`config.mk`:
```
export PLATFORM = sky130hd
export DESIGN_NAME = clipped_pixel_compositor
export DESIGN_NICKNAME = d
export VERILOG_FILES = /design/src/rtl/cpc_pkg.sv /design/src/rtl/cpc_front.sv /design/src/rtl/cpc_queue.sv /design/src/rtl/cpc_back.sv /design/src/rtl/clipped_pixel_compositor.sv
export SDC_FILE = /design/constraint.sdc
export NUM_CORES = 2
export LEC_CHECK = 0
export BUFFER_PORTS_ARGS = -buffer_cell sky130_fd_sc_hd__buf_2
export CAP_MARGIN = 30
export CELL_PAD_IN_SITES_DETAIL_PLACEMENT = 1
export CELL_PAD_IN_SITES_GLOBAL_PLACEMENT = 2
export CORE_MARGIN = 2
export CORE_UTILIZATION = 40
export DETAILED_ROUTE_END_ITERATION = 7
export GPL_TIMING_DRIVEN = 1
export PLACE_DENSITY = 0.86
export SETUP_SLACK_MARGIN = 0.15
export SYNTH_ARGS = -nofsm -noshare
export SYNTH_HDL_FRONTEND = slang
export SYNTH_HIERARCHICAL = 1
export SYNTH_SLANG_ARGS = --single-unit
```
`constraint.sdc`:
```
create_clock -name clk -period 17.1 [get_ports clk]
set_input_delay 0 -clock clk [delete_from_list [all_inputs] [get_ports clk]]
set_output_delay 0 -clock clk [all_outputs]
set_load 0.01 [all_outputs]
```
`src/rtl/cpc_pkg.sv`:
```
// ----------------------------------------------------------------------------
// cpc_pkg
// Shared types and constants of the clipped pixel compositor.
// ----------------------------------------------------------------------------
package cpc_pkg;

  localparam int COORD_BITS_DEF = 16;
  localparam int ADDR_BITS_DEF  = 30;
  localparam int QUEUE_DEPTH    = 2;

  localparam int CLIP_BITS      = 15;
  localparam int STRIDE_BITS    = 14;
  localparam int BASE_BITS      = 30;
  localparam int CFG_DATA_BITS  = 30;
  localparam int CFG_INDEX_BITS = 3;

  localparam int CHAN_BITS      = 8;
  localparam int RGB_BITS       = 24;
  localparam int COLOR_BITS     = 32;

  localparam logic [CHAN_BITS-1:0] ALPHA_OPAQUE = 8'd255;
  localparam logic [CHAN_BITS-1:0] ALPHA_CLEAR  = 8'd0;

  typedef enum logic [CFG_INDEX_BITS-1:0] {
    REG_CLIP_LEFT    = 3'd0,
    REG_CLIP_TOP     = 3'd1,
    REG_CLIP_RIGHT   = 3'd2,
    REG_CLIP_BOTTOM  = 3'd3,
    REG_ROW_STRIDE   = 3'd4,
    REG_BASE_ADDRESS = 3'd5
  } cfg_reg_t;

  typedef enum logic {
    OP_PLOT  = 1'b0,
    OP_BLEND = 1'b1
  } op_t;

  // What the back end does with a pixel
  typedef enum logic [1:0] {
    KIND_SKIP = 2'd0,
    KIND_COPY = 2'd1,
    KIND_MIX  = 2'd2
  } kind_t;

  typedef struct packed {
    logic [CLIP_BITS-1:0]   clip_left;
    logic [CLIP_BITS-1:0]   clip_top;
    logic [CLIP_BITS-1:0]   clip_right;
    logic [CLIP_BITS-1:0]   clip_bottom;
    logic [STRIDE_BITS-1:0] row_stride;
    logic [BASE_BITS-1:0]   base_address;
  } cfg_t;

  typedef struct packed {
    kind_t                 kind;
    logic [CHAN_BITS-1:0]  alpha;
    logic [RGB_BITS-1:0]   src;
    logic [RGB_BITS-1:0]   dst;
  } pix_item_t;

endpackage

```
`src/rtl/cpc_front.sv`:
```
// ----------------------------------------------------------------------------
// cpc_front
// Configuration registers, clip test, pixel classification and the
// row offset product y * stride.
// ----------------------------------------------------------------------------
module cpc_front #(
  parameter int COORD_BITS = cpc_pkg::COORD_BITS_DEF,
  parameter int ADDR_BITS  = cpc_pkg::ADDR_BITS_DEF
) (
  input  logic                                  clk,
  input  logic                                  rst,
  input  logic                                  cfg_valid,
  input  logic [cpc_pkg::CFG_INDEX_BITS-1:0]    cfg_index,
  input  logic [cpc_pkg::CFG_DATA_BITS-1:0]     cfg_data,
  output cpc_pkg::cfg_t                         cfg,
  input  logic                                  in_valid,
  output logic                                  in_ready,
  input  logic                                  operation,
  input  logic signed [COORD_BITS-1:0]          x_pos,
  input  logic signed [COORD_BITS-1:0]          y_pos,
  input  logic [cpc_pkg::COLOR_BITS-1:0]        source_color,
  input  logic [cpc_pkg::RGB_BITS-1:0]          dest_pixel,
  output logic                                  f_valid,
  input  logic                                  f_ready,
  output cpc_pkg::pix_item_t                    f_item,
  output logic [ADDR_BITS-1:0]                  f_row_offs,
  output logic [ADDR_BITS-1:0]                  f_col_offs
);

  localparam int CMP_W  = (COORD_BITS > cpc_pkg::CLIP_BITS ? COORD_BITS : cpc_pkg::CLIP_BITS) + 1;
  localparam int PROD_W = COORD_BITS + cpc_pkg::STRIDE_BITS + 1;
  localparam int EXT_W  = PROD_W > ADDR_BITS ? PROD_W : ADDR_BITS;

  logic signed [CMP_W-1:0]  x_cmp, y_cmp;
  logic signed [CMP_W-1:0]  cl, ct, cr, cb;
  logic                     in_clip;
  logic [cpc_pkg::CHAN_BITS-1:0] alpha;
  cpc_pkg::kind_t           kind;
  logic signed [PROD_W-1:0] prod;
  logic signed [EXT_W-1:0]  prod_ext;
  logic signed [EXT_W-1:0]  x_ext;

  // Configuration
  always_ff @(posedge clk) begin
    if (rst) begin
      cfg.clip_left    <= '0;
      cfg.clip_top     <= '0;
      cfg.clip_right   <= '0;
      cfg.clip_bottom  <= '0;
      cfg.row_stride   <= cpc_pkg::STRIDE_BITS'(1);
      cfg.base_address <= '0;
    end else if (cfg_valid) begin
      case (cpc_pkg::cfg_reg_t'(cfg_index))
        cpc_pkg::REG_CLIP_LEFT:    cfg.clip_left    <= cfg_data[cpc_pkg::CLIP_BITS-1:0];
        cpc_pkg::REG_CLIP_TOP:     cfg.clip_top     <= cfg_data[cpc_pkg::CLIP_BITS-1:0];
        cpc_pkg::REG_CLIP_RIGHT:   cfg.clip_right   <= cfg_data[cpc_pkg::CLIP_BITS-1:0];
        cpc_pkg::REG_CLIP_BOTTOM:  cfg.clip_bottom  <= cfg_data[cpc_pkg::CLIP_BITS-1:0];
        cpc_pkg::REG_ROW_STRIDE:   cfg.row_stride   <= cfg_data[cpc_pkg::STRIDE_BITS-1:0];
        cpc_pkg::REG_BASE_ADDRESS: cfg.base_address <= cfg_data[cpc_pkg::BASE_BITS-1:0];
        default: ;
      endcase
    end
  end

  // Clip test in a common signed width
  assign x_cmp   = CMP_W'(x_pos);
  assign y_cmp   = CMP_W'(y_pos);
  assign cl      = $signed(CMP_W'(cfg.clip_left));
  assign ct      = $signed(CMP_W'(cfg.clip_top));
  assign cr      = $signed(CMP_W'(cfg.clip_right));
  assign cb      = $signed(CMP_W'(cfg.clip_bottom));
  assign in_clip = (x_cmp >= cl) && (x_cmp < cr) && (y_cmp >= ct) && (y_cmp < cb);

  assign alpha = source_color[cpc_pkg::COLOR_BITS-1 -: cpc_pkg::CHAN_BITS];

  always_comb begin
    if (!in_clip) begin
      kind = cpc_pkg::KIND_SKIP;
    end else if (cpc_pkg::op_t'(operation) == cpc_pkg::OP_PLOT ||
                 alpha == cpc_pkg::ALPHA_OPAQUE) begin
      kind = cpc_pkg::KIND_COPY;
    end else if (alpha == cpc_pkg::ALPHA_CLEAR) begin
      kind = cpc_pkg::KIND_SKIP;
    end else begin
      kind = cpc_pkg::KIND_MIX;
    end
  end

  assign prod     = PROD_W'(y_pos) * PROD_W'($signed({1'b0, cfg.row_stride}));
  assign prod_ext = EXT_W'(prod);
  assign x_ext    = EXT_W'(x_pos);

  assign in_ready = !f_valid || f_ready;

  always_ff @(posedge clk) begin
    if (rst) begin
      f_valid <= 1'b0;
    end else if (in_ready) begin
      f_valid <= in_valid;
    end
  end

  always_ff @(posedge clk) begin
    if (in_valid && in_ready) begin
      f_item.kind  <= kind;
      f_item.alpha <= alpha;
      f_item.src   <= source_color[cpc_pkg::RGB_BITS-1:0];
      f_item.dst   <= dest_pixel;
      f_row_offs   <= prod_ext[ADDR_BITS-1:0];
      f_col_offs   <= x_ext[ADDR_BITS-1:0];
    end
  end

endmodule

```
`src/rtl/cpc_queue.sv`:
```
// ----------------------------------------------------------------------------
// cpc_queue
// Small FIFO between the front and the back end.
// ----------------------------------------------------------------------------
module cpc_queue #(
  parameter int WIDTH = 8,
  parameter int DEPTH = cpc_pkg::QUEUE_DEPTH
) (
  input  logic             clk,
  input  logic             rst,
  input  logic             push_valid,
  output logic             push_ready,
  input  logic [WIDTH-1:0] push_data,
  output logic             pop_valid,
  input  logic             pop_ready,
  output logic [WIDTH-1:0] pop_data
);

  localparam int PTR_W = DEPTH > 1 ? $clog2(DEPTH) : 1;
  localparam int CNT_W = $clog2(DEPTH + 1);

  logic [WIDTH-1:0] mem [DEPTH];
  logic [PTR_W-1:0] wr_ptr, rd_ptr;
  logic [CNT_W-1:0] count;
  logic             push, pop;

  assign push_ready = count != CNT_W'(DEPTH);
  assign pop_valid  = count != '0;
  assign push       = push_valid && push_ready;
  assign pop        = pop_valid && pop_ready;
  assign pop_data   = mem[rd_ptr];

  always_ff @(posedge clk) begin
    if (rst) begin
      wr_ptr <= '0;
      rd_ptr <= '0;
      count  <= '0;
    end else begin
      if (push) begin
        wr_ptr <= (wr_ptr == PTR_W'(DEPTH - 1)) ? '0 : wr_ptr + PTR_W'(1);
      end
      if (pop) begin
        rd_ptr <= (rd_ptr == PTR_W'(DEPTH - 1)) ? '0 : rd_ptr + PTR_W'(1);
      end
      if (push && !pop) begin
        count <= count + CNT_W'(1);
      end else if (pop && !push) begin
        count <= count - CNT_W'(1);
      end
    end
  end

  always_ff @(posedge clk) begin
    if (push) begin
      mem[wr_ptr] <= push_data;
    end
  end

endmodule

```
`src/rtl/cpc_back.sv`:
```
// ----------------------------------------------------------------------------
// cpc_back
// Blend arithmetic and address sum: a multiply stage, then the output
// register with the divide-by-255 correction and pixel select.
// ----------------------------------------------------------------------------
module cpc_back #(
  parameter int ADDR_BITS = cpc_pkg::ADDR_BITS_DEF
) (
  input  logic                              clk,
  input  logic                              rst,
  input  logic [cpc_pkg::BASE_BITS-1:0]     base_address,
  input  logic                              b_valid,
  output logic                              b_ready,
  input  cpc_pkg::pix_item_t                b_item,
  input  logic [ADDR_BITS-1:0]              b_row_offs,
  input  logic [ADDR_BITS-1:0]              b_col_offs,
  output logic                              out_valid,
  input  logic                              out_ready,
  output logic                              write_enable,
  output logic [cpc_pkg::RGB_BITS-1:0]      new_pixel,
  output logic [ADDR_BITS-1:0]              pixel_address
);

  localparam int CB    = cpc_pkg::CHAN_BITS;
  localparam int NCH   = cpc_pkg::RGB_BITS / CB;
  localparam int PW    = 2 * CB;
  localparam int EXT_B = cpc_pkg::BASE_BITS > ADDR_BITS ? cpc_pkg::BASE_BITS : ADDR_BITS;

  // floor(n / 255) for n below 255 * 256
  function automatic logic [CB-1:0] div255(input logic [PW:0] n);
    logic [PW:0] t;
    t = n + (n >> CB) + (PW+1)'(1);
    return t[PW-1:CB];
  endfunction

  logic               s1_valid;
  cpc_pkg::kind_t     s1_kind;
  logic [cpc_pkg::RGB_BITS-1:0] s1_src, s1_dst;
  logic [PW-1:0]      s1_ms [NCH];
  logic [PW-1:0]      s1_md [NCH];
  logic [ADDR_BITS-1:0] s1_addr;
  logic               s1_ready, o_free;
  logic [EXT_B-1:0]   base_ext;
  logic [CB-1:0]      inv_alpha;
  logic [PW-1:0]      ms_next [NCH];
  logic [PW-1:0]      md_next [NCH];
  logic [cpc_pkg::RGB_BITS-1:0] mix_pix;

  assign o_free    = !out_valid || out_ready;
  assign s1_ready  = !s1_valid || o_free;
  assign b_ready   = s1_ready;
  assign base_ext  = EXT_B'(base_address);
  assign inv_alpha = cpc_pkg::ALPHA_OPAQUE - b_item.alpha;

  for (genvar c = 0; c < NCH; c++) begin : g_chan
    assign ms_next[c] = PW'(b_item.src[c*CB +: CB]) * PW'(b_item.alpha);
    assign md_next[c] = PW'(b_item.dst[c*CB +: CB]) * PW'(inv_alpha);
    assign mix_pix[c*CB +: CB] = div255((PW+1)'(s1_ms[c]) + (PW+1)'(s1_md[c]));
  end

  always_ff @(posedge clk) begin
    if (rst) begin
      s1_valid <= 1'b0;
    end else if (s1_ready) begin
      s1_valid <= b_valid;
    end
  end

  always_ff @(posedge clk) begin
    if (b_valid && s1_ready) begin
      s1_kind <= b_item.kind;
      s1_src  <= b_item.src;
      s1_dst  <= b_item.dst;
      s1_ms   <= ms_next;
      s1_md   <= md_next;
      s1_addr <= base_ext[ADDR_BITS-1:0] + b_row_offs + b_col_offs;
    end
  end

  always_ff @(posedge clk) begin
    if (rst) begin
      out_valid <= 1'b0;
    end else if (o_free) begin
      out_valid <= s1_valid;
    end
  end

  always_ff @(posedge clk) begin
    if (s1_valid && o_free) begin
      pixel_address <= s1_addr;
      case (s1_kind)
        cpc_pkg::KIND_COPY: begin
          write_enable <= 1'b1;
          new_pixel    <= s1_src;
        end
        cpc_pkg::KIND_MIX: begin
          write_enable <= 1'b1;
          new_pixel    <= mix_pix;
        end
        default: begin
          write_enable <= 1'b0;
          new_pixel    <= s1_dst;
        end
      endcase
    end
  end

endmodule

```
`src/rtl/clipped_pixel_compositor.sv`:
```
// ----------------------------------------------------------------------------
// clipped_pixel_compositor
// Per-pixel write unit: clip test, opaque plot or source-over blend, and
// surface word address.
// ----------------------------------------------------------------------------
// Takes one pixel transaction per clock while the output is not stalled and
// returns one result per pixel, in order. A result passes through the front
// register (clip test and the y * stride multiply), a two-entry queue, the
// blend multiply stage, and the output register (divide by 255, pixel select).
// At full rate one queue entry is in use, so when the output stalls the input
// side takes one more transaction and then holds in_ready low. Configuration
// writes are taken every cycle and must only be issued while no pixel is in
// flight.
module clipped_pixel_compositor #(
  parameter int COORD_BITS = cpc_pkg::COORD_BITS_DEF,
  parameter int ADDR_BITS  = cpc_pkg::ADDR_BITS_DEF
) (
  input  logic                                clk,
  input  logic                                rst,
  input  logic                                cfg_valid,
  output logic                                cfg_ready,
  input  logic [cpc_pkg::CFG_INDEX_BITS-1:0]  cfg_index,
  input  logic [cpc_pkg::CFG_DATA_BITS-1:0]   cfg_data,
  input  logic                                in_valid,
  output logic                                in_ready,
  input  logic                                operation,
  input  logic signed [COORD_BITS-1:0]        x_pos,
  input  logic signed [COORD_BITS-1:0]        y_pos,
  input  logic [cpc_pkg::COLOR_BITS-1:0]      source_color,
  input  logic [cpc_pkg::RGB_BITS-1:0]        dest_pixel,
  output logic                                out_valid,
  input  logic                                out_ready,
  output logic                                write_enable,
  output logic [cpc_pkg::RGB_BITS-1:0]        new_pixel,
  output logic [ADDR_BITS-1:0]                pixel_address
);

  localparam int ITEM_W = $bits(cpc_pkg::pix_item_t);
  localparam int Q_W    = ITEM_W + 2 * ADDR_BITS;

  cpc_pkg::cfg_t      cfg;
  logic               f_valid, f_ready;
  cpc_pkg::pix_item_t f_item, b_item;
  logic [ADDR_BITS-1:0] f_row_offs, f_col_offs, b_row_offs, b_col_offs;
  logic               b_valid, b_ready;
  logic [Q_W-1:0]     q_in, q_out;

  assign cfg_ready = 1'b1;

  cpc_front #(
    .COORD_BITS (COORD_BITS),
    .ADDR_BITS  (ADDR_BITS)
  ) u_front (
    .clk          (clk),
    .rst          (rst),
    .cfg_valid    (cfg_valid),
    .cfg_index    (cfg_index),
    .cfg_data     (cfg_data),
    .cfg          (cfg),
    .in_valid     (in_valid),
    .in_ready     (in_ready),
    .operation    (operation),
    .x_pos        (x_pos),
    .y_pos        (y_pos),
    .source_color (source_color),
    .dest_pixel   (dest_pixel),
    .f_valid      (f_valid),
    .f_ready      (f_ready),
    .f_item       (f_item),
    .f_row_offs   (f_row_offs),
    .f_col_offs   (f_col_offs)
  );

  assign q_in = {f_item, f_row_offs, f_col_offs};
  assign {b_item, b_row_offs, b_col_offs} = q_out;

  cpc_queue #(
    .WIDTH (Q_W),
    .DEPTH (cpc_pkg::QUEUE_DEPTH)
  ) u_queue (
    .clk        (clk),
    .rst        (rst),
    .push_valid (f_valid),
    .push_ready (f_ready),
    .push_data  (q_in),
    .pop_valid  (b_valid),
    .pop_ready  (b_ready),
    .pop_data   (q_out)
  );

  cpc_back #(
    .ADDR_BITS (ADDR_BITS)
  ) u_back (
    .clk           (clk),
    .rst           (rst),
    .base_address  (cfg.base_address),
    .b_valid       (b_valid),
    .b_ready       (b_ready),
    .b_item        (b_item),
    .b_row_offs    (b_row_offs),
    .b_col_offs    (b_col_offs),
    .out_valid     (out_valid),
    .out_ready     (out_ready),
    .write_enable  (write_enable),
    .new_pixel     (new_pixel),
    .pixel_address (pixel_address)
  );

  // Assertions
  a_reset_empty: assert property (@(posedge clk) rst |=> !out_valid && !f_valid)
    else $error("pipeline not empty after reset");

  a_front_load: assert property (@(posedge clk) disable iff (rst)
    in_valid && in_ready |=> f_valid)
    else $error("accepted transaction not held in front register");

  a_stride_write: assert property (@(posedge clk) disable iff (rst)
    cfg_valid && cfg_ready && cfg_index == cpc_pkg::REG_ROW_STRIDE
    |=> cfg.row_stride == $past(cfg_data[cpc_pkg::STRIDE_BITS-1:0]))
    else $error("row stride write lost");

endmodule
```
==> results.yml <==
global_route:
  grt_max_degree: 76
  track_usage_pct: 21.55
  grt_overflow_total: 0
  grt_pass1_vias: 37970
  antenna_found_initial: 13
  grt_pass1_wl_um: 218000
cells_and_area:
  nFillCells: 13640
  drive_gt1_share_pct: 10.18
  layout_commonest_cell: "inv_1"
  stdcell_area_sq_um: 57600
  fin_nets: 5873
  final_cell_mix: "inv_1 (659), edfxtp_1 (571), fa_1 (463)"
  area_growth_pct: 13.15
synth:
  ys_top_cells_by_area: "edfxtp_1 (34%), fa_1 (18%), ha_1 (11%)"
  yosysTopAreaCell: "edfxtp_1"
  yosysWarnings: 6
  synth_nets: 5599
  synthArstFlopShare_pct: 0
  avgSynthCellArea_sq_um: 11.13
  netlist_area_sq_um: 50900
  yosysSeqAreaShare_pct: 38.09
  synth_ff_type: "edfxtp_1"
  synth_edf_count: 571
  ys_ff_latch: 683
  synth_top_cell_area_share_pct: 33.69
  synthCells: 4572
  synth_cell_types: 95
placement:
  gp_congestion: 0.8486
  io_buffers: 183
  dpl.hpwl_um: 103100
  placed_area_sq_um: 53420
drt:
  dr.pass1.iters: 5
  via_count: 34110
  wirelength_um: 138800
  drt-initial-drc-count: 1707
  avgRoutedWirePerCell_um: 21.15
  viasPerCell: 5.197
  drtAntennaViolNets: 0
  remaining_drc_errors: 0
floorplan:
  fp.coreArea_sq_um: 125900
  die-area_sq_um: 130100
  ios: 185
  die_h_um: 360.7
  initial_core_util_pct: 40.43
  placementRows: 130
  dieWidth_um: 360.7
setup_path:
  worstPathArrival_ps: 7430
  worst_setup_path_end_kind: "flip-flop"
  r2r_cells: 21
  path_class: "reg2reg"
  crit_end: "u_back/s1_md[29]"
  r2r_setup_slack_ps: 10080
  crit_path_max_fanout: 52
  startpoint_type: "flip-flop"
  timing.rr.end: "u_back/s1_md[29]"
  worstPathRequired_ps: 17510
timing:
  finalHoldViolations: 0
  tightest_slew_ps: 984.3
  fin_setup_tns_ps: 0
  slew_headroom_pct: 34.38
  rsz0062_at_grt: "false"
  finalMaxSlewViolations: 0
  hold_slack_ps: 40.84
  fin_worst_skew_ps: 32.01
  period_share_pct: 41.06
  finalSetupViolCount: 0
  period_minus_slack_ps: 7022
  max_freq_mhz: 142.4
clock_network:
  cts_buffers: 78
  path_clk_slew_ps: 70
  cts_tree: "yes"
  cts_root_buffer: "clkbuf_16"
  cts_buffer_depth: 3
  clk_latency_ps: 690
  clock-sinks: 683
  h-tree-depth: 3
flow_run:
  maxCapViolCount: 0
min_path:
  hold_path.class: "in2reg"
status:
  outcome: "finished clean"
[cells by family after synthesis]
| kind of cell | share of synthesized area (%) |
|---|---|
| flip-flops | 38.09 |
| buffers and inverters | 6.207 |
| XOR/XNOR | 3.107 |
| AO/OA/AOI/OAI | 7.814 |
| AND/OR/NAND/NOR | 12.94 |
| other | 0.007367 |
| multiplexers | 2.839 |
| adder cells (fa/ha/maj) | 29.00 |
[worst min path at each step]
stage	start	endpoint	slack [ps]	cells after the start
5_1_grt	source_color[22]	u_front/f_item[46]	30	2
6_report	source_color[16]	u_front/f_item[40]	40	2
2_1_floorplan	rst	u_queue/count[1]	70	1
3_5_place_dp	dest_pixel[23]	u_front/f_item[23]	180	1
3_3_place_gp	dest_pixel[21]	u_front/f_item[21]	180	1
4_1_cts	source_color[11]	u_front/f_item[35]	1	2
[worst max-delay path, stage by stage (launching register included)]
cell and delay [ps]:
dfxtp_4 950, buf_4 570, buf_4 550, mux2_2 480
nor2b_1 180, fa_1 470, fa_1 550, inv_1 50
fa_1 460, fa_1 550, inv_1 40, ha_1 320
o21ai_0 120, a21boi_0 160, o21ai_0 290, a21boi_0 180
o21ai_0 180, nand2b_1 110, a21o_1 180, nand2_1 80
nor2b_1 160, xnor2_1 80
[cell type report]
type / instances / area [sq um] / share of cell area, %
antenna: 3 / 7.507 / 0.01303
clock buffer: 96 / 2152 / 3.736
clock inverter: 49 / 565.5 / 0.9819
inverter: 660 / 2482 / 4.310
multi-input combinational: 3074 / 28370 / 49.26
sequential: 683 / 19390 / 33.67
tap: 1650 / 2064 / 3.584
timing repair buffer: 349 / 2559 / 4.442
[through the flow]
| step | utilization [%] | cells | setup WS, ps |
|---|---|---|---|
| final | 45.75 | 6564 | 10080 |
| after global routing | 45.74 | 6561 | 9603 |
| after CTS | 45.70 | 6559 | 10070 |
| after detailed placement | 42.43 | 6274 | 10120 |
| after global placement | 42.41 | 6272 | 10260 |
| after floorplan | - | 4572 | 11190 |
[Yosys cell counts (15+ instances only)]
cell      number
fa_1         463
and3_1        18
a21boi_0      16
or3_1         19
clkbuf_1     125
ha_1         437
buf_4         15
dfxtp_1      112
mux2_2        99
o21a_1        31
mux2_4        20
inv_1        660
nor2_1       103
edfxtp_1     571
nand2b_1      62
xnor2_1      130
nor3_1        35
nand3_1       28
a21oi_1      230
xor2_1        48
a22oi_1       22
and2_1       318
a21o_1        69
nor2b_1      198
o21ai_0      112
nand2_1      401
[flip-flops by register name, summed over array words and instances, names as in the netlist, named ones only]
signal,flops
u_front/f_item,58
u_queue/wr_ptr,1
u_back/s1_ms,48
u_back/s1_md,48
u_front/cfg,104
u_front/f_col_offs,16
u_back/s1_addr,30
u_queue/rd_ptr,1
u_back/out_valid,1
u_back/s1_kind,2
u_back/pixel_address,30
u_back/s1_dst,24
u_back/write_enable,1
u_back/s1_src,24
u_queue/count,2
u_queue/mem,236
u_back/new_pixel,24
u_front/f_row_offs,30
u_front/f_valid,1
u_back/s1_valid,1
[routing by layer]
layer / track usage (%) / share of wire [%] / wire [um]
met1: 28.23 / 44 / 61630
met2: 37.26 / 49 / 68000
met3: 3.060 / 4.3 / 6026
met4: 5.743 / 2.2 / 3110
met5: 0 / 0.037 / 51
[what timing repair did]
item	4_1_cts	5_1_grt
hold buffers	140	0
gates resized for setup	0	0
buffers inserted	0	0
hold endpoints to repair	234	0
Power is not shown: default switching activity piles up to over one toggle a cycle in this logic, so the estimate is an artifact.
